--- src/design/mst_pkg.sv ---
// types and constants shared by the membership set table
`timescale 1ns / 1ps
package mst_pkg;

   localparam int VALUE_W  = 32;
   localparam int COUNT_W  = 7;
   localparam int SPREAD_W = 33;

   localparam logic [1:0] OP_INSERT = 2'd0;
   localparam logic [1:0] OP_REMOVE = 2'd1;
   localparam logic [1:0] OP_SEARCH = 2'd2;

   typedef logic [1:0]                  opcode_type;
   typedef logic signed [VALUE_W-1:0]   value_type;
   typedef logic [COUNT_W-1:0]          count_type;
   typedef logic signed [SPREAD_W-1:0]  spread_type;

   // contents of one cell as seen by its neighbors
   typedef struct packed {
      logic      valid;
      value_type value;
   } nbr_type;

   // per-cycle command broadcast along the row
   typedef struct packed {
      logic look;
      logic ins;
      logic rem;
   } cmd_type;

endpackage

--- src/design/mst_cell.sv ---
// one slot of the sorted row: holds a value and shifts with its neighbors
`timescale 1ns / 1ps
module mst_cell (
   input  logic             clock,
   input  logic             reset,
   input  mst_pkg::value_type key,
   input  mst_pkg::cmd_type cmd,
   input  mst_pkg::nbr_type left,
   input  logic             left_gt,
   input  mst_pkg::nbr_type right,
   output mst_pkg::nbr_type here,
   output logic             gt,
   output logic             eq,
   output mst_pkg::value_type pick
);
   import mst_pkg::*;

   nbr_type cell_ff;
   logic    gt_ff;
   logic    ge_ff;

   assign here = cell_ff;
   assign gt   = gt_ff;
   assign eq   = cell_ff.valid && (cell_ff.value == key);
   // last occupied cell holds the maximum
   assign pick = (cell_ff.valid && !right.valid) ? cell_ff.value : '0;

   always_ff @(posedge clock) begin
      if (reset) begin
         gt_ff <= 1'b0;
         ge_ff <= 1'b0;
      end else if (cmd.look) begin
         gt_ff <= !cell_ff.valid || (cell_ff.value > key);
         ge_ff <= cell_ff.valid && (cell_ff.value >= key);
      end
   end

   always_ff @(posedge clock) begin
      if (reset) begin
         cell_ff.valid <= 1'b0;
      end else if (cmd.ins && gt_ff) begin
         if (left_gt) begin
            cell_ff <= left;
         end else begin
            cell_ff.valid <= 1'b1;
            cell_ff.value <= key;
         end
      end else if (cmd.rem && ge_ff) begin
         cell_ff <= right;
      end
   end

endmodule

--- config.mk ---
export PLATFORM = sky130hd
export DESIGN_NAME = mst_cell
export DESIGN_NICKNAME = d
export VERILOG_FILES = /design/src/design/mst_pkg.sv /design/src/design/mst_cell.sv
export SDC_FILE = /design/constraint.sdc
export NUM_CORES = 1
export LEC_CHECK = 0
export ABC_AREA = 1
export BUFFER_PORTS_ARGS = -buffer_cell sky130_fd_sc_hd__clkbuf_2
export CAP_MARGIN = 20
export CORE_MARGIN = 2
export CORE_UTILIZATION = 45
export CTS_CLUSTER_SIZE = 24
export DETAILED_ROUTE_END_ITERATION = 6
export PLACE_DENSITY_LB_ADDON = 0.08
export SYNTH_ARGS = -nofsm -noshare
export SYNTH_HDL_FRONTEND = slang
export SYNTH_SLANG_ARGS = --single-unit
--- constraint.sdc ---
create_clock -name clock -period 8.2 [get_ports clock]
set_clock_uncertainty 0.15 [all_clocks]
set_input_delay 1.23 -clock clock [delete_from_list [all_inputs] [get_ports clock]]
set_output_delay 1.23 -clock clock [all_outputs]
set_load 0.01 [all_outputs]
==> metrics.cfg <==
[status]
status=complete, no violations

[sta]
relSlewSlack=0.353
timing.final.crit_share=0.468
fmax_ghz=0.260
worstMarginPinSlew_ps=968
fin_setup_tns_ps=0
fin_crit_ps=3840
rsz0062_at_grt=no
finalMaxSlewViolations=0
hold_viol_final=0
setup_viol=0

[synthesis]
ys_types=21
yosysSeqAreaShare=0.354
synth_xor_area_frac=0
synth_fa_ha_area_frac=0.139
synth_seq_cells=35
yosys_warnings=0
netlist_instances=416
synth_compound_area_frac=0.160
synth_nets=552
yosys-mux-area-fraction=0
yosys.area_share.simple=0.219
synth_top_family_by_area=simple AND/OR/NAND/NOR gates
syn_area_um2=2880
postSynthAreaPerCell_um2=6.93

[critical_path]
r2r-start=gt$_SDFFE_PP0P_
cp_max_fo=4
end_kind=output pin
crit_path_start=key[31]
path_class=in2out
worstSetupStartpointType=primary input
critical_path_arrival_ps=2460
cp_data_required_time_ps=6820

[run]
cap_violations=0

[drt]
drtIter0Drc=112
num_vias=3140
viasPerCell=4.76
wire_per_inst_um=12.2
wl_um=8020
firstDrtPassIters=4
drc_errors=0
antenna_left=0

[finish]
layout_common_cells=170 x clkbuf_2, 81 x inv_1, 80 x a21oi_1
final_common_cell=clkbuf_2
layout-drive-gt1-share=0.318
area_growth_pct=36.5
num_antenna_cells=0
fin_util=0.627
finalNetCount=717

[global_route]
grt_use_total=0.224
grt_start_max_net_pins=37
grt_pass1_wl_um=13000
grt-ovfl-total=0
antenna_found_initial=0
grt_pass1_vias=2987

[clock_network]
postCtsSetupRepairBufs=0
htree_levels=2
cts_root_buf=clkbuf_8
clock_latency_ps=290
clkTransAtPathRegs_ps=70
tritoncts=yes
cts.repair.resized=0
numCtsBuffers=5
cts_buffer_depth=2
clock-sinks=35
cts_hold_repair.buffers=0

[floorplanning]
initial_core_util=0.459
die_w_um=84.0
dieArea_um2=7060
core_um2=6280
boundaryPins=171
rows=29
die_height_um=84.0

[hold_path]
hold_path_class=reg2reg
hold_start=ge_ff$_SDFFE_PP0P_

[pwr]
power.leakage_nw=2.28
power-per-cell-area_nw_per_um2=111
vdd_drop_max_mv=0.0690

[place]
gp_congestion=0.827
port_buffers=170
hpwl_um=5960

-- final cells by class --
cell class                 instances  area [µm²]
fill                             604        2340
multi-input combinational        283        1500
sequential                        35        1020
timing repair buffer             174         928
inverter                          82         308
tap                               77        96.3
clock buffer                       6        72.6
clock inverter                     2        7.51
-- metrics by stage --
| stage | cells | worst slack (ps) | area, µm² | hold WS (ps) | power (mW) |
|---|---|---|---|---|---|
| after global placement | 648 | 4350 | 3780 | 306 | 0.312 |
| after global routing | 659 | 4200 | 3930 | 358 | 0.461 |
| after detailed placement | 650 | 4300 | 3840 | 309 | 0.317 |
| after floorplan | 416 | 4630 | 2880 | 287 | 0.267 |
| after CTS | 658 | 4300 | 3920 | 319 | 0.437 |
| final | 659 | 4360 | 3930 | 316 | 0.435 |
-- cell families after synthesis --
family / count (synthesis)
compound gates: 89
fa+ha+maj: 32
buf+inv: 98
flops: 35
simple gates: 162
-- sequential cells by signal, indices dropped and copies added, names as in the netlist --
signal	flops
ge_ff	1
gt	1
here	33
-- routing by layer --
metal,track usage,part of all wire,up-vias
li1,-,-,1652
met4,0.0572,0.010,0
met2,0.408,0.50,116
met5,0,0,-
met1,0.266,0.42,1364
met3,0.0485,0.068,8
-- critical path, stage by stage --
cell and delay (ps):
clkbuf_2 90, inv_1 40, ha_1 320, nand2_1 100, nor2_2 140, nand2_2 70, nor2_2 130, nand2_1 90
nor2_1 90, clkbuf_2 150
-- path summary, 6_finish.rpt --
kind | endpoint | cells past startpoint | slack [ps]
worst max-delay path | eq | 10 | 4360
worst min-delay path | ge_ff$_SDFFE_PP0P_ | 2 | 320
worst max register to register | here[4]$_DFFE_PP_ | 5 | 5960
worst min register to register | ge_ff$_SDFFE_PP0P_ | 2 | 320
-- cells in the mapped netlist, drive strengths merged --
master / count / area share
inv: 81 / 0.11
ha: 32 / 0.14
buf: 4 / 0.0052
a21o: 1 / 0.0026
clkinv: 1 / 0.0013
edfxtp: 32 / 0.33
dfxtp: 3 / 0.021
nor2: 76 / 0.10
o21ai: 4 / 0.0069
o311ai: 1 / 0.0030
nand4: 2 / 0.0065
o21a: 2 / 0.0052
clkbuf: 12 / 0.016
a21oi: 81 / 0.14
nand2: 80 / 0.11
nand3: 4 / 0.0069
-- where the power goes --
part           leakage [nW]  internal (mW)  switching [mW]
Combinational          1.93         0.0483          0.0589
Sequential            0.315          0.202         0.00382
Clock                0.0403         0.0580          0.0639
Total                  2.28          0.308           0.127
(Power assumes the default switching activity.)
